--- config.mk ---
export PLATFORM = sky130hd
export DESIGN_NAME = crpt_ram
export DESIGN_NICKNAME = d
export VERILOG_FILES = /design/src/rtl/core/crpt_ram.sv
export SDC_FILE = /design/constraint.sdc
export NUM_CORES = 2
export LEC_CHECK = 0
export BUFFER_PORTS_ARGS = -buffer_cell sky130_fd_sc_hd__buf_2
export CAP_MARGIN = 40
export CELL_PAD_IN_SITES_DETAIL_PLACEMENT = 0
export CELL_PAD_IN_SITES_GLOBAL_PLACEMENT = 1
export CORE_UTILIZATION = 40
export CTS_CLUSTER_DIAMETER = 40
export CTS_CLUSTER_SIZE = 40
export DETAILED_ROUTE_END_ITERATION = 8
export PLACE_DENSITY = 0.67
export SYNTH_ARGS = -nofsm -noshare
export SYNTH_HDL_FRONTEND = slang
export SYNTH_SLANG_ARGS = --single-unit
--- constraint.sdc ---
create_clock -name clk -period 4.05 [get_ports clk]
set_input_delay 0.405 -clock clk [delete_from_list [all_inputs] [get_ports clk]]
set_output_delay 0.405 -clock clk [all_outputs]
set_load 0.01 [all_outputs]
--- src/rtl/core/crpt_ram.sv ---
// ----------------------------------------------------------------------------
// crpt_ram
// Simple dual-port synchronous RAM, one write and one registered read port.
// ----------------------------------------------------------------------------
module crpt_ram #(
  parameter int WIDTH = 40,
  parameter int DEPTH = 64,
  localparam int AW = $clog2(DEPTH)
) (
  input  logic             clk,
  input  logic             wr_en,
  input  logic [AW-1:0]    wr_addr,
  input  logic [WIDTH-1:0] wr_data,
  input  logic             rd_en,
  input  logic [AW-1:0]    rd_addr,
  output logic [WIDTH-1:0] rd_data
);

  logic [WIDTH-1:0] mem [DEPTH];

  // Write port
  always_ff @(posedge clk) begin
    if (wr_en) begin
      mem[wr_addr] <= wr_data;
    end
  end

  // Read port, registered
  always_ff @(posedge clk) begin
    if (rd_en) begin
      rd_data <= mem[rd_addr];
    end
  end

endmodule

==> run summary <==
The synthesized design spends more area on one cell type than any other, namely edfxtp_1. The number of clock buffers inserted by TritonCTS came out at 324. In the final routed layout, each cell accounts on average for 30.8 um. The number of cells on the worst reg-to-reg path is 4. The endpoint of the worst hold path is mem[31][31]$_DFFE_PP_. Before CTS, the worst setup slack after placement is 759 ps. STA puts the critical path data required time at 4680 ps. The highest net fanout along the worst path is 1.

TritonCTS built the clock tree. The first routing iteration left 5033 violations. The vias per cell came out at between 5 and 6.

The number of global-route vias before repair is 48563. The flow ran to the end, and the final reports show no timing, DRC or antenna violations. The post-synth net total is between 4000 and 5000. Measured on the finished design, the core utilization comes to 0.478. The critical path arrival came out at 3000 ps.

The count of filler cells inserted in the layout came out at about 20000. The critical setup path kind is register to register. The cell row count is ~180.

The number of buffers added on ports came out at 94. The flip-flop and latch count after synthesis is 2600. The worst hold path begins at wr_data[31].

The gate count after technology mapping came out at roughly 4200. The clock passes through at most 4 buffers. The synthesized design contains 2600 enable-type register cells. The worst voltage drop across the vdd grid came out at 0.000445 V. The worst hold path belongs to the class input pin to register. The effective utilization at floorplan came out at 0.403. The detailed-route DRC error count is 0. The standard cell with the maximum stage delay on the critical path is a221oi_1. The tool flagged a number of max-cap violations equal to 0. The number of distinct library cells after synthesis came out at 35. The reg-to-reg setup timing slack came out at 1680 ps. Sorting the synthesized cells by area gives the leading types as edfxtp_1 79%, mux4_2 14%, mux2i_1 1.2%. Setup violations remaining at the end of the flow were counted as 0. The clock period minus final worst setup slack is 2370 ps. The area overhead of the layout relative to synthesis came out at 18.7%.

The number of nets at the end of the flow is 4736. The share of layout cells above drive strength 1 is 0.330. The worst hold slack after final layout came out at 30.3 ps.

The die covers 248000 um^2. The last weighted congestion value of the routability-driven placer came out at 0.776. The post-synthesis area per instance came out at between 20 and 25 um^2.

In this run the clock root is driven by a clkbuf_16. The static leakage came out at 36.6 nW. In this run the critical register-to-register path is captured at rd_data[16]$_DFFE_PP_. The worst register-to-register path begins at mem[14][16]$_DFFE_PP_.

The standard cell core area is 244000 um^2. The overall power consumption is 61.4 mW. The antenna violation net count after detailed routing is 0. The number of cells upsized or downsized after cts is 0. The maximum clock frequency came out at 422 MHz. The final clock period utilization by the worst path came out at 0.584. The total global routing track utilization is 0.202. The total of hold buffers inserted after clock tree synthesis is 34. The clock reaches the later pin of the worst-skew pair after about 940 ps.

After synthesis the cells add up to 98200 um^2. The total half-perimeter wirelength after legalization and detailed placement came out at 143 mm. The top-area cell type share of the netlist area came out at 0.795.

The detailed-route wire length came out at 251 mm. The worst-case clock skew is 48.8 ps. The die extent in y is ~500 um. The max-slew violation total from the final report came out at 0.

Setup repair after global routing left no endpoint under its margin. The transition time of the tightest slew-check pin came out at roughly 970 ps. The clock sink count came out at between 2000 and 3000. Detailed routing inserted a total of 47143 vias.

Setup slack on the critical path of the routed design comes to 1680 ps. The portion of the post-synthesis area used by sequential elements came out at 0.795. The total iterations of the first detailed-routing run came out at 6. The delay of the slowest cell on the worst path came out at 850 ps.

Setup total negative slack on the finished layout was measured at 0 ps. The number of hold violations in the final report is 0. In this run the horizontal extent of the chip is 498 um. Power spread over the standard cell area amounts to roughly 530 nW/um^2. The critical path goes through mux4_2, mux2_2, a221oi_1, nor4_1. The count of H-tree levels built during CTS came out at 5. The count of yosys warnings during synthesis came out at 0. The remaining global-route overflow came out at 0.

The top-level I/O count came out at 95. Among all flip-flop cells after synthesis, the most frequent one is edfxtp_1. The async set-reset flop share out of synthesis is 0.

Tracing the worst setup path back leads to its startpoint at mem[14][16]$_DFFE_PP_. The depth of the worst hold-timing path is 1. The relative max-transition margin is 0.356. The first global-routing pass estimated 357 mm of wire.

The post-CTS setup-driven buffer insertion count is 0. The worst setup path is captured at a register. Entering global routing, the biggest net connects between 80 and 90 pins. The clock slew seen by the registers of the worst setup and hold paths came out at 70 ps. STA classifies the critical path startpoint as a register. The initial antenna violation count is 16.
[cell type report]
cell class | instances | area, um^2 | share of cell area
antenna | 9 | 22.5 | 0.000193
clock buffer | 344 | 8270 | 0.0709
clock inverter | 231 | 2510 | 0.0215
multi-input combinational | 1357 | 19500 | 0.167
sequential | 2600 | 78100 | 0.670
tap | 3202 | 4010 | 0.0344
timing repair buffer | 398 | 4220 | 0.0362
[registers in the layout, summed over array words and instances, names as in the netlist]
signal	count
mem	2560
rd_data	40
[layer usage]
| metal | GRT usage | part of all wire |
|---|---|---|
| met4 | 0.0661 | 0.030 |
| met5 | 0 | 0.00016 |
| met3 | 0.0367 | 0.072 |
| met2 | 0.323 | 0.48 |
| met1 | 0.280 | 0.41 |
[logic make-up after synthesis]
group           Yosys count  synth area share
compound gates          383            0.0267
buf+inv                 238            0.0126
flops                  2600             0.795
mux                     759             0.155
simple gates            215            0.0107
[worst max path at each step]
stage | cells past startpoint | to | slack [ps]
detailed placement | 7 | rd_data[16]$_DFFE_PP_ | 760
floorplan | 4 | mem[39][0]$_DFFE_PP_ | 650
CTS | 1 | rd_data[9] | 1710
finish | 4 | rd_data[16]$_DFFE_PP_ | 1680
global route | 7 | rd_data[16]$_DFFE_PP_ | 1610
global placement | 7 | rd_data[16]$_DFFE_PP_ | 730
[critical path: cells and delay by family (launching register included)]
kind	cells	cell delay, ps
AOI/OAI and AO/OA	1	850
and+or+nand+nor	1	100
DFF	1	360
muxes	2	780
[power by group]
part	switching (mW)	leakage (nW)	total, mW	internal (mW)
sequential	0.112	23.4	30.0	29.8
clock	11.8	5.20	28.7	16.9
combinational	1.65	8.02	2.74	1.09
total	13.5	36.6	61.4	47.9
[cells in the mapped netlist, types with 3 or more instances]
cell type / n
a211oi_1: 6
a21oi_1: 68
a221oi_1: 34
a22o_1: 16
a22oi_1: 18
and2_1: 4
and3_1: 6
buf_1: 20
buf_2: 81
buf_4: 49
buf_6: 8
clkbuf_1: 80
edfxtp_1: 2600
mux2_2: 38
mux2i_1: 113
mux4_2: 608
nand2_1: 19
nand2b_1: 13
nand3_1: 8
nand3b_1: 3
nor2_1: 97
nor2b_1: 16
nor3_1: 3
nor4_1: 34
o21a_1: 8
o21ai_0: 8
o21ai_1: 14
o221ai_1: 42
o22a_1: 26
o22ai_1: 143
or2_2: 4
or3_1: 3
[through the flow]
stage | std cells | area (um^2)
after floorplan | 4195 | 98200
after global placement | 7478 | 104000
after detailed placement | 7523 | 105000
after CTS | 8132 | 117000
after global routing | 8137 | 117000
final | 8141 | 117000
[placed cells by master (no fill, tap or decap), types with 25 or more instances in the layout]
cell / n
o221ai_1: 42
inv_8: 25
inv_6: 50
o22ai_1: 143
clkinv_4: 35
dlygate4sd3_1: 34
nor4_1: 28
nor2_1: 35
o22a_1: 26
buf_12: 90
mux2i_1: 113
buf_2: 90
edfxtp_1: 2600
clkbuf_16: 328
a221oi_1: 34
clkinv_2: 26
nor2_4: 62
a21oi_1: 68
bufinv_16: 27
mux4_2: 608
buf_4: 167
clkinvlp_4: 30
mux2_2: 38
Note: power is estimated with default switching activity, not from simulation.
