`src/rtl/core/crpt_pkg.sv`:
```
// ----------------------------------------------------------------------------
// crpt_pkg
// Shared types, command codes and helpers of the correction priority table.
// ----------------------------------------------------------------------------
package crpt_pkg;

  // Command codes carried by a request beat
  localparam logic [1:0] CMD_ADD_LT   = 2'd0;
  localparam logic [1:0] CMD_ADD_FAST = 2'd1;
  localparam logic [1:0] CMD_QUERY    = 2'd2;
  localparam logic [1:0] CMD_CLEAR    = 2'd3;

  // Configuration register indexes
  localparam int CFG_IDX_W  = 2;
  localparam int CFG_DATA_W = 16;
  localparam logic [CFG_IDX_W-1:0] CFG_LT_LIFE   = 2'd0;
  localparam logic [CFG_IDX_W-1:0] CFG_FAST_LIFE = 2'd1;

  localparam logic [15:0] LT_LIFE_RESET   = 16'd7200;
  localparam logic [15:0] FAST_LIFE_RESET = 16'd300;

  // Slots at or above this count are ignored
  localparam int SAT_SLOTS = 64;

  // IODP agreement scores
  localparam logic [1:0] SCORE_NONE    = 2'd0;
  localparam logic [1:0] SCORE_UNKNOWN = 2'd1;
  localparam logic [1:0] SCORE_MATCH   = 2'd2;

  typedef struct packed {
    logic [5:0]  sat;
    logic [31:0] start;
    logic [1:0]  iodp;
    logic        has_iodp;
    logic        vel;
    logic        mixed;
    logic [15:0] tag;
  } lt_entry_t;

  typedef struct packed {
    logic [5:0]  sat;
    logic [31:0] start;
    logic [1:0]  iodp;
  } fw_entry_t;

  typedef struct packed {
    logic        found;
    logic [15:0] best_tag;
    logic [1:0]  best_score;
    logic [31:0] best_start_s;
    logic        fast_found;
    logic [1:0]  fast_iodp;
    logic        insert_dropped;
  } result_t;

  // Live when start <= t < start + life, end computed without wrap
  function automatic logic is_live(input logic [31:0] start, input logic [15:0] life,
                                   input logic [31:0] t);
    logic [32:0] end_s;
    end_s = {1'b0, start} + {17'b0, life};
    return (t >= start) && ({1'b0, t} < end_s);
  endfunction

endpackage

```
`src/rtl/core/crpt_if.sv`:
```
// ----------------------------------------------------------------------------
// crpt_if
// Request and response channels of the correction priority table.
// ----------------------------------------------------------------------------
interface crpt_req_if;
  logic        valid;
  logic        ready;
  logic [1:0]  cmd;
  logic [5:0]  sat_slot;
  logic [31:0] time_s;
  logic [1:0]  iodp_value;
  logic        iodp_present;
  logic        with_velocity;
  logic        from_mixed;
  logic [15:0] payload_tag;

  modport source (output valid, cmd, sat_slot, time_s, iodp_value, iodp_present,
                  with_velocity, from_mixed, payload_tag, input ready);
  modport sink (input valid, cmd, sat_slot, time_s, iodp_value, iodp_present,
                with_velocity, from_mixed, payload_tag, output ready);
endinterface

interface crpt_rsp_if;
  logic        valid;
  logic        ready;
  logic        found;
  logic [15:0] best_tag;
  logic [1:0]  best_score;
  logic [31:0] best_start_s;
  logic        fast_found;
  logic [1:0]  fast_iodp;
  logic        insert_dropped;

  modport source (output valid, found, best_tag, best_score, best_start_s, fast_found,
                  fast_iodp, insert_dropped, input ready);
  modport sink (input valid, found, best_tag, best_score, best_start_s, fast_found,
                fast_iodp, insert_dropped, output ready);
endinterface

```
`src/rtl/core/crpt_seq.sv`:
```
// ----------------------------------------------------------------------------
// crpt_seq
// Command sequencer: table inserts, clear, and the two-pass query scan.
// ----------------------------------------------------------------------------
module crpt_seq import crpt_pkg::*; #(
  parameter int LONGTERM_DEPTH = 256,
  parameter int FAST_DEPTH = 64,
  localparam int LT_AW = $clog2(LONGTERM_DEPTH),
  localparam int FW_AW = $clog2(FAST_DEPTH)
) (
  input  logic                  clk,
  input  logic                  rst,
  input  logic                  cfg_we,
  input  logic [CFG_IDX_W-1:0]  cfg_index,
  input  logic [CFG_DATA_W-1:0] cfg_data,
  crpt_req_if.sink              request,
  crpt_rsp_if.source            response,
  output logic                  lt_wr_en,
  output logic [LT_AW-1:0]      lt_wr_addr,
  output lt_entry_t             lt_wr_data,
  output logic                  lt_rd_en,
  output logic [LT_AW-1:0]      lt_rd_addr,
  input  lt_entry_t             lt_rd_data,
  output logic                  fw_wr_en,
  output logic [FW_AW-1:0]      fw_wr_addr,
  output fw_entry_t             fw_wr_data,
  output logic                  fw_rd_en,
  output logic [FW_AW-1:0]      fw_rd_addr,
  input  fw_entry_t             fw_rd_data
);

  localparam int LT_CW = $clog2(LONGTERM_DEPTH + 1);
  localparam int FW_CW = $clog2(FAST_DEPTH + 1);

  localparam logic [1:0] ST_IDLE  = 2'd0;
  localparam logic [1:0] ST_FSCAN = 2'd1;
  localparam logic [1:0] ST_LSCAN = 2'd2;
  localparam logic [1:0] ST_DONE  = 2'd3;

  logic [1:0]       state;
  logic [15:0]      lt_life;
  logic [15:0]      fw_life;
  logic [LT_CW-1:0] lt_count;
  logic [FW_CW-1:0] fw_count;
  logic [LT_CW-1:0] lt_idx;
  logic [FW_CW-1:0] fw_idx;
  logic             lt_rv;
  logic             fw_rv;
  logic [5:0]       q_sat;
  logic [31:0]      q_time;
  logic             ffound;
  logic [1:0]       fiodp;
  logic             best_v;
  lt_entry_t        best;
  logic [1:0]       best_sc;
  logic             dropped;
  logic             rsp_v;
  result_t          rsp;

  logic             accept;
  logic             sat_ok;
  logic             lt_full;
  logic             fw_full;
  logic             fw_hit;
  logic             lt_cand;
  logic [1:0]       lt_score;
  logic             lt_better;

  // Lifetime registers
  always_ff @(posedge clk) begin
    if (rst) begin
      lt_life <= LT_LIFE_RESET;
      fw_life <= FAST_LIFE_RESET;
    end else if (cfg_we) begin
      case (cfg_index)
        CFG_LT_LIFE:   lt_life <= cfg_data;
        CFG_FAST_LIFE: fw_life <= cfg_data;
        default: ;
      endcase
    end
  end

  // Handshake and insert decode
  assign request.ready = (state == ST_IDLE);
  assign accept  = request.valid && request.ready;
  assign sat_ok  = {1'b0, request.sat_slot} < 7'(SAT_SLOTS);
  assign lt_full = (lt_count == LT_CW'(LONGTERM_DEPTH));
  assign fw_full = (fw_count == FW_CW'(FAST_DEPTH));

  assign lt_wr_en   = accept && (request.cmd == CMD_ADD_LT) && sat_ok && !lt_full;
  assign lt_wr_addr = lt_count[LT_AW-1:0];
  assign lt_wr_data = '{sat: request.sat_slot, start: request.time_s,
                        iodp: request.iodp_value, has_iodp: request.iodp_present,
                        vel: request.with_velocity, mixed: request.from_mixed,
                        tag: request.payload_tag};

  assign fw_wr_en   = accept && (request.cmd == CMD_ADD_FAST) && sat_ok && !fw_full;
  assign fw_wr_addr = fw_count[FW_AW-1:0];
  assign fw_wr_data = '{sat: request.sat_slot, start: request.time_s,
                        iodp: request.iodp_value};

  // Scan read issue, one entry per cycle
  assign fw_rd_en   = (state == ST_FSCAN) && (fw_idx != fw_count);
  assign fw_rd_addr = fw_idx[FW_AW-1:0];
  assign lt_rd_en   = (state == ST_LSCAN) && (lt_idx != lt_count);
  assign lt_rd_addr = lt_idx[LT_AW-1:0];

  // Fast window match on returned read data
  assign fw_hit = fw_rv && (fw_rd_data.sat == q_sat) &&
                  is_live(fw_rd_data.start, fw_life, q_time);

  // Long-term candidate score and ranking against the current best
  assign lt_cand = lt_rv && (lt_rd_data.sat == q_sat) &&
                   is_live(lt_rd_data.start, lt_life, q_time);

  always_comb begin
    if (!lt_rd_data.has_iodp) begin
      lt_score = SCORE_NONE;
    end else if (ffound) begin
      lt_score = (lt_rd_data.iodp == fiodp) ? SCORE_MATCH : SCORE_NONE;
    end else begin
      lt_score = SCORE_UNKNOWN;
    end
  end

  always_comb begin
    if (lt_score != best_sc) begin
      lt_better = lt_score > best_sc;
    end else if (lt_rd_data.start != best.start) begin
      lt_better = lt_rd_data.start > best.start;
    end else if (lt_rd_data.vel != best.vel) begin
      lt_better = lt_rd_data.vel;
    end else if (lt_rd_data.mixed != best.mixed) begin
      lt_better = lt_rd_data.mixed;
    end else begin
      lt_better = 1'b0;
    end
  end

  // Sequencer
  always_ff @(posedge clk) begin
    if (rst) begin
      state    <= ST_IDLE;
      lt_count <= '0;
      fw_count <= '0;
      lt_rv    <= 1'b0;
      fw_rv    <= 1'b0;
      rsp_v    <= 1'b0;
    end else begin
      if (rsp_v && response.ready) begin
        rsp_v <= 1'b0;
      end
      fw_rv <= fw_rd_en;
      lt_rv <= lt_rd_en;
      case (state)
        ST_IDLE: begin
          if (accept) begin
            q_sat   <= request.sat_slot;
            q_time  <= request.time_s;
            ffound  <= 1'b0;
            fiodp   <= '0;
            best_v  <= 1'b0;
            best_sc <= SCORE_NONE;
            dropped <= 1'b0;
            fw_idx  <= '0;
            lt_idx  <= '0;
            state   <= ST_DONE;
            case (request.cmd)
              CMD_ADD_LT: begin
                if (sat_ok) begin
                  if (lt_full) begin
                    dropped <= 1'b1;
                  end else begin
                    lt_count <= lt_count + 1'b1;
                  end
                end
              end
              CMD_ADD_FAST: begin
                if (sat_ok) begin
                  if (fw_full) begin
                    dropped <= 1'b1;
                  end else begin
                    fw_count <= fw_count + 1'b1;
                  end
                end
              end
              CMD_QUERY: begin
                if (sat_ok) begin
                  state <= ST_FSCAN;
                end
              end
              CMD_CLEAR: begin
                lt_count <= '0;
                fw_count <= '0;
              end
              default: ;
            endcase
          end
        end
        ST_FSCAN: begin
          if (fw_rd_en) begin
            fw_idx <= fw_idx + 1'b1;
          end
          // Stop at the first live window, drop the read still in flight
          if (fw_hit) begin
            ffound <= 1'b1;
            fiodp  <= fw_rd_data.iodp;
            fw_rv  <= 1'b0;
            state  <= ST_LSCAN;
          end else if (!fw_rv && !fw_rd_en) begin
            state <= ST_LSCAN;
          end
        end
        ST_LSCAN: begin
          if (lt_rd_en) begin
            lt_idx <= lt_idx + 1'b1;
          end
          if (lt_cand && (!best_v || lt_better)) begin
            best    <= lt_rd_data;
            best_sc <= lt_score;
            best_v  <= 1'b1;
          end
          if (!lt_rv && !lt_rd_en) begin
            state <= ST_DONE;
          end
        end
        ST_DONE: begin
          // Hand the result to the output register once it is free
          if (!rsp_v || response.ready) begin
            rsp_v <= 1'b1;
            rsp   <= '{found: best_v,
                       best_tag: best_v ? best.tag : 16'd0,
                       best_score: best_v ? best_sc : SCORE_NONE,
                       best_start_s: best_v ? best.start : 32'd0,
                       fast_found: ffound,
                       fast_iodp: fiodp,
                       insert_dropped: dropped};
            state <= ST_IDLE;
          end
        end
        default: state <= ST_IDLE;
      endcase
    end
  end

  // Output register
  assign response.valid          = rsp_v;
  assign response.found          = rsp.found;
  assign response.best_tag       = rsp.best_tag;
  assign response.best_score     = rsp.best_score;
  assign response.best_start_s   = rsp.best_start_s;
  assign response.fast_found     = rsp.fast_found;
  assign response.fast_iodp      = rsp.fast_iodp;
  assign response.insert_dropped = rsp.insert_dropped;

  // Checks
  a_lt_count_bound: assert property (@(posedge clk) disable iff (rst)
    lt_count <= LT_CW'(LONGTERM_DEPTH))
    else $error("long-term count beyond depth");

  a_fw_count_bound: assert property (@(posedge clk) disable iff (rst)
    fw_count <= FW_CW'(FAST_DEPTH))
    else $error("fast count beyond depth");

  a_busy_after_accept: assert property (@(posedge clk) disable iff (rst)
    accept |=> !request.ready)
    else $error("request taken while a command is in progress");

  a_empty_result_zero: assert property (@(posedge clk) disable iff (rst)
    (rsp_v && !rsp.found) |-> (rsp.best_tag == 16'd0 && rsp.best_score == SCORE_NONE &&
                               rsp.best_start_s == 32'd0))
    else $error("result fields set without a found entry");

  a_score_range: assert property (@(posedge clk) disable iff (rst)
    rsp_v |-> (rsp.best_score == SCORE_NONE || rsp.best_score == SCORE_UNKNOWN ||
               rsp.best_score == SCORE_MATCH))
    else $error("score out of range");

  a_drop_only_on_add: assert property (@(posedge clk) disable iff (rst)
    (rsp_v && rsp.insert_dropped) |-> (!rsp.found && !rsp.fast_found))
    else $error("drop flag on a query result");

endmodule

```
`src/flat_wrapper.sv`:
```
// flat-port wrapper written by rule: the top's interface ports become plain ports
module crpt_seq_flat import crpt_pkg::*;
#(
  parameter int LONGTERM_DEPTH = 256,
  parameter int FAST_DEPTH = 64,
  localparam int LT_AW = $clog2(LONGTERM_DEPTH),
  localparam int FW_AW = $clog2(FAST_DEPTH)
)
  (clk, rst, cfg_we, cfg_index, cfg_data, lt_wr_en, lt_wr_addr, lt_wr_data, lt_rd_en, lt_rd_addr, lt_rd_data, fw_wr_en, fw_wr_addr, fw_wr_data, fw_rd_en, fw_rd_addr, fw_rd_data, request_valid, request_cmd, request_sat_slot, request_time_s, request_iodp_value, request_iodp_present, request_with_velocity, request_from_mixed, request_payload_tag, request_ready, response_valid, response_found, response_best_tag, response_best_score, response_best_start_s, response_fast_found, response_fast_iodp, response_insert_dropped, response_ready);
  crpt_req_if request_i ();
  crpt_rsp_if response_i ();
  input  logic clk;
  input  logic rst;
  input  logic cfg_we;
  input  logic [CFG_IDX_W-1:0] cfg_index;
  input  logic [CFG_DATA_W-1:0] cfg_data;
  output logic lt_wr_en;
  output logic [LT_AW-1:0] lt_wr_addr;
  output lt_entry_t lt_wr_data;
  output logic lt_rd_en;
  output logic [LT_AW-1:0] lt_rd_addr;
  input  lt_entry_t lt_rd_data;
  output logic fw_wr_en;
  output logic [FW_AW-1:0] fw_wr_addr;
  output fw_entry_t fw_wr_data;
  output logic fw_rd_en;
  output logic [FW_AW-1:0] fw_rd_addr;
  input  fw_entry_t fw_rd_data;
  input wire logic [$bits(request_i.valid)-1:0] request_valid;
  input wire logic [$bits(request_i.cmd)-1:0] request_cmd;
  input wire logic [$bits(request_i.sat_slot)-1:0] request_sat_slot;
  input wire logic [$bits(request_i.time_s)-1:0] request_time_s;
  input wire logic [$bits(request_i.iodp_value)-1:0] request_iodp_value;
  input wire logic [$bits(request_i.iodp_present)-1:0] request_iodp_present;
  input wire logic [$bits(request_i.with_velocity)-1:0] request_with_velocity;
  input wire logic [$bits(request_i.from_mixed)-1:0] request_from_mixed;
  input wire logic [$bits(request_i.payload_tag)-1:0] request_payload_tag;
  output wire logic [$bits(request_i.ready)-1:0] request_ready;
  output wire logic [$bits(response_i.valid)-1:0] response_valid;
  output wire logic [$bits(response_i.found)-1:0] response_found;
  output wire logic [$bits(response_i.best_tag)-1:0] response_best_tag;
  output wire logic [$bits(response_i.best_score)-1:0] response_best_score;
  output wire logic [$bits(response_i.best_start_s)-1:0] response_best_start_s;
  output wire logic [$bits(response_i.fast_found)-1:0] response_fast_found;
  output wire logic [$bits(response_i.fast_iodp)-1:0] response_fast_iodp;
  output wire logic [$bits(response_i.insert_dropped)-1:0] response_insert_dropped;
  input wire logic [$bits(response_i.ready)-1:0] response_ready;
  assign request_i.valid = request_valid;
  assign request_i.cmd = request_cmd;
  assign request_i.sat_slot = request_sat_slot;
  assign request_i.time_s = request_time_s;
  assign request_i.iodp_value = request_iodp_value;
  assign request_i.iodp_present = request_iodp_present;
  assign request_i.with_velocity = request_with_velocity;
  assign request_i.from_mixed = request_from_mixed;
  assign request_i.payload_tag = request_payload_tag;
  assign request_ready = request_i.ready;
  assign response_valid = response_i.valid;
  assign response_found = response_i.found;
  assign response_best_tag = response_i.best_tag;
  assign response_best_score = response_i.best_score;
  assign response_best_start_s = response_i.best_start_s;
  assign response_fast_found = response_i.fast_found;
  assign response_fast_iodp = response_i.fast_iodp;
  assign response_insert_dropped = response_i.insert_dropped;
  assign response_i.ready = response_ready;
  crpt_seq #(.LONGTERM_DEPTH(LONGTERM_DEPTH), .FAST_DEPTH(FAST_DEPTH)) u_core (.clk(clk), .rst(rst), .cfg_we(cfg_we), .cfg_index(cfg_index), .cfg_data(cfg_data), .request(request_i), .response(response_i), .lt_wr_en(lt_wr_en), .lt_wr_addr(lt_wr_addr), .lt_wr_data(lt_wr_data), .lt_rd_en(lt_rd_en), .lt_rd_addr(lt_rd_addr), .lt_rd_data(lt_rd_data), .fw_wr_en(fw_wr_en), .fw_wr_addr(fw_wr_addr), .fw_wr_data(fw_wr_data), .fw_rd_en(fw_rd_en), .fw_rd_addr(fw_rd_addr), .fw_rd_data(fw_rd_data));
endmodule
```
`config.mk`:
```
export PLATFORM = sky130hd
export DESIGN_NAME = crpt_seq_flat
export DESIGN_NICKNAME = d
export VERILOG_FILES = /design/src/rtl/core/crpt_pkg.sv /design/src/rtl/core/crpt_if.sv /design/src/rtl/core/crpt_seq.sv /design/src/flat_wrapper.sv
export SDC_FILE = /design/constraint.sdc
export NUM_CORES = 1
export LEC_CHECK = 0
export BUFFER_PORTS_ARGS = -buffer_cell sky130_fd_sc_hd__buf_2
export CORE_MARGIN = 2
export CORE_UTILIZATION = 50
export CTS_BUF_LIST = sky130_fd_sc_hd__clkbuf_16
export CTS_CLUSTER_DIAMETER = 80
export CTS_CLUSTER_SIZE = 8
export DETAILED_ROUTE_END_ITERATION = 12
export HOLD_SLACK_MARGIN = 0.03
export PLACE_DENSITY = 0.79
export SYNTH_ARGS = -nofsm -noshare
export SYNTH_HDL_FRONTEND = slang
export SYNTH_SLANG_ARGS = --single-unit
```
`constraint.sdc`:
```
create_clock -name clk -period 6.3 [get_ports clk]
set_input_delay 0.315 -clock clk [delete_from_list [all_inputs] [get_ports clk]]
set_output_delay 0.315 -clock clk [all_outputs]
set_load 0.03 [all_outputs]
```
==> results_dict.tcl <==
set metrics [dict create \
    status "finished clean" \
    netlist_instances 1481 \
    final_net_count 2183 \
    crit_arrival_ps 5640 \
    power_density_mw_per_mm2 256 \
    timing.critical_path.buf_inv 3 \
    starting_drt_drc_count 636 \
    crit_path_start "lt_rd_data[21]" \
    post-cts-setup-buffer-count 0 \
    vias_per_cell 5.31 \
    placement_rows 63 \
    sequential_share_of_the_synthesized_area_pct 40.5 \
    final.setup.tns_ps 0 \
    critPathRequiredTime_ps 6540 \
    synth_top_cell_area_share_pct 33.4 \
    initial_core_util_pct 50.6 \
    die_w_microns 177 \
    area_delta_synth_final_pct 20.4 \
    layoutNonFillerInstCount 2213 \
    hold_path_class "primary input to register" \
    synth.ff_latch_count 219 \
    critical_path.endpoint "u_core.best[48]" \
    final_hold_viol_count 0 \
    synth.avg_cell_area_sq_um 10.1 \
    leakagePower_nw 8.19 \
    synth_top_cell_by_area "sky130_fd_sc_hd__edfxtp_1" \
    cp_max_fo 27 \
    worst_r2r_startpoint "u_core.lt_life[0]" \
    die-height_microns 177 \
    syn_area_sq_mm 0.0149 \
    yosys_warns 0 \
    final_period_minus_worst_setup_slack_ps 5410 \
    synth-edff-count 166 \
    number_of_filler_cells_placed_in_the_layout 2378 \
    synth_async_sr_flop_share_pct 0 \
    drt_wirelength_microns 37000 \
    placed_cells_incl_taps 2054 \
    regArea_sq_mm 0.00605 \
    clock_skew_ps 32.7 \
    commonest_register_cell_after_synthesis "sky130_fd_sc_hd__edfxtp_1" \
    floorplan.core_area_sq_mm 0.0295 \
    timing.max_cap.violations 0 \
    overflow 0 \
    synth.area.top_cells "sky130_fd_sc_hd__edfxtp_1 33%, sky130_fd_sc_hd__ha_1 17%, sky130_fd_sc_hd__dfxtp_1 7.1%" \
    cts_made_buffers 31 \
    routed_via_count 11743 \
    start_kind "primary input" \
    post_cts_resize_count 0 \
    category_of_cells_accounting_for_the_largest_share_of_critical_path_delay "compound AO/OA/AOI/OAI gates" \
    cp-end-kind "register" \
    groute.usage.overall_pct 23.4 \
    die_area_sq_mm 0.0312 \
    max_freq_ghz 0.185 \
    post-route-period-util_pct 85.8 \
    antenna_violating_nets_post_route 0 \
    clock_tree.htree_level_count 1 \
    netlist_top_cells_count "202 x sky130_fd_sc_hd__ha_1, 166 x sky130_fd_sc_hd__edfxtp_1, 127 x sky130_fd_sc_hd__buf_4, 117 x sky130_fd_sc_hd__inv_1, 114 x sky130_fd_sc_hd__nand2_1" \
    holdBufCountCts 99 \
    fraction_of_layout_cells_with_a_size_suffix_above_1_pct 21.3 \
    power.total_mw 4.59 \
    cts_max_path_buffers 3 \
    number_of_antenna_violations_at_the_first_check_in_global_routing 4 \
    floorplan.io_pins 371 \
    dp.final_hpwl_microns 28100 \
    hold_slack_ps 61.7 \
    ir_worst_vdd_uv 208 \
    final_max_slew_viol_count 0 \
    number_of_global_route_vias_before_repair 11697 \
    detail_route.wl_per_cell_microns 16.7 \
    critical_path.max_stage_delay_ps 530 \
    critPathSlowestCell "sky130_fd_sc_hd__dlygate4sd3_1" \
    place_congestion 0.907 \
    grt_pass1_wl_microns 58700 \
    maximum_number_of_pins_on_one_net_before_global_route_repair 56 \
    cts_num_sinks 219 \
    number_of_nets_in_the_synthesized_netlist 1868 \
    worst_r2r_path_depth 20 \
    reg2reg_to "u_core.best[48]" \
    netlist-cell-type-count 69 \
    post-synth-top-count-cell "sky130_fd_sc_hd__ha_1" \
    max_slew.worst_pin.slew_ps 1170 \
    cts_tree "yes" \
    worstPathCellList "dlygate4sd3_1, buf_2, ha_1, fa_1, a21o_1, a21oi_2, o21ai_1, o41ai_2, o21ai_0, a21oi_1, xor2_1, ha_1, a21o_1, a21o_1, a211oi_1, o211ai_1, a21oi_1, o211ai_1, a21oi_1, o211ai_1, nor2_4, buf_12" \
    path_clk_slew_ps 50 \
    remaining_drc_errors 0 \
    rrSetupSlack_ps 1040 \
    worst-path-stages 22 \
    placement.io_buffers 326 \
    worst_slew_margin_rel_pct 21.6 \
    setup_violators_final 0 \
    grt_setup_unrepaired "no" \
    cts.root.buffer_cell "sky130_fd_sc_hd__clkbuf_16" \
    class_of_the_most_critical_setup_path "primary input to register" \
    multiInputGateArea_sq_mm 0.00742 \
    drt_first_pass_iters 5 \
    utilization_pct 61.0 \
    clk-insertion-delay-late_ps 570 \
]
==> worst register-to-register path: stages (launching register included) <==
cell	delay, ps
sky130_fd_sc_hd__dfxtp_1	310
sky130_fd_sc_hd__ha_1	210
sky130_fd_sc_hd__fa_1	410
sky130_fd_sc_hd__a21o_1	190
sky130_fd_sc_hd__a21oi_2	170
sky130_fd_sc_hd__o21ai_1	130
sky130_fd_sc_hd__o41ai_2	430
sky130_fd_sc_hd__o21ai_0	140
sky130_fd_sc_hd__a21oi_1	190
sky130_fd_sc_hd__xor2_1	170
sky130_fd_sc_hd__ha_1	260
sky130_fd_sc_hd__a21o_1	160
sky130_fd_sc_hd__a21o_1	180
sky130_fd_sc_hd__a211oi_1	320
sky130_fd_sc_hd__o211ai_1	170
sky130_fd_sc_hd__a21oi_1	210
sky130_fd_sc_hd__o211ai_1	140
sky130_fd_sc_hd__a21oi_1	150
sky130_fd_sc_hd__o211ai_1	180
sky130_fd_sc_hd__nor2_4	530
sky130_fd_sc_hd__buf_12	270
==> registers in the layout, indices dropped and copies added, names as in the netlist, 6 cells and up <==
name,count
u_core.fw_idx,7
u_core.lt_life,16
u_core.response.best_start_s,32
u_core.response.best_tag,16
u_core.fw_count,7
u_core.q_sat,6
u_core.lt_idx,9
u_core.q_time,32
u_core.lt_count,9
u_core.fw_life,16
u_core.best,50
==> where the power goes <==
part           internal, mW  total [mW]  switching, mW
logic                 0.498        1.23          0.736
clock network         0.879        1.49          0.615
registers              1.73        1.86          0.139
==> cell type report <==
| type | count | share of cell area, % |
|---|---|---|
| flip-flops and latches | 219 | 33.6 |
| repair buffers | 431 | 14.9 |
| multi-input cells | 996 | 41.3 |
| well taps | 390 | 2.71 |
| clock inverters | 25 | 0.626 |
| diodes | 4 | 0.0557 |
| inverters | 117 | 2.44 |
| clock buffers | 31 | 4.32 |
==> kinds of logic (layout without fill, tap and decap cells) <==
group / after synthesis / in the layout / synth area share, %
adders and majority gates: 205 / 205 / 17.3
other: 0 / 4 / 0
buffers and inverters: 266 / 604 / 9.88
AOI/OAI and AO/OA: 259 / 259 / 11.4
and+or+nand+nor: 421 / 421 / 14.5
muxes: 1 / 1 / 0.0671
DFF: 219 / 219 / 40.5
xor gates and xnor gates: 110 / 110 / 6.45
==> cells in the final DEF (no fill, tap or decap), types with 36 or more instances in the layout <==
master and instances:
sky130_fd_sc_hd__nand4_1 36, sky130_fd_sc_hd__ha_1 202, sky130_fd_sc_hd__nor2_1 73, sky130_fd_sc_hd__nand3_1 38, sky130_fd_sc_hd__a21o_1 51, sky130_fd_sc_hd__a21oi_1 95, sky130_fd_sc_hd__xor2_1 38, sky130_fd_sc_hd__inv_1 140
sky130_fd_sc_hd__dlygate4sd3_1 99, sky130_fd_sc_hd__edfxtp_1 166, sky130_fd_sc_hd__buf_2 326, sky130_fd_sc_hd__xnor2_1 72, sky130_fd_sc_hd__nand2_1 114, sky130_fd_sc_hd__dfxtp_1 53, sky130_fd_sc_hd__and2_1 63
==> stage by stage <==
step	setup WS, ps	area [sq um]
floorplan	166	14900
global placement	1060	16100
detailed placement	855	16100
CTS	875	18000
global route	494	18000
finish	894	18000
==> worst min path at each step <==
stage / startpoint / endpoint / slack, ps / depth (start not counted)
floorplan: u_core.dropped / u_core.response.insert_dropped / 400 / 0
global placement: u_core.dropped / u_core.response.insert_dropped / 400 / 0
detailed placement: u_core.dropped / u_core.response.insert_dropped / 410 / 0
CTS: lt_rd_data[42] / u_core.best[42] / 30 / 1
global route: lt_rd_data[42] / u_core.best[42] / 40 / 1
finish: lt_rd_data[39] / u_core.best[39] / 60 / 1
==> metal layers <==
layer  part of all wire [%]  global-route usage (%)
met1                     45                    31.4
met2                     45                    38.2
met3                    5.9                    3.59
met4                    3.8                    9.13
met5                      0                       0
(Power assumes the default switching activity.)
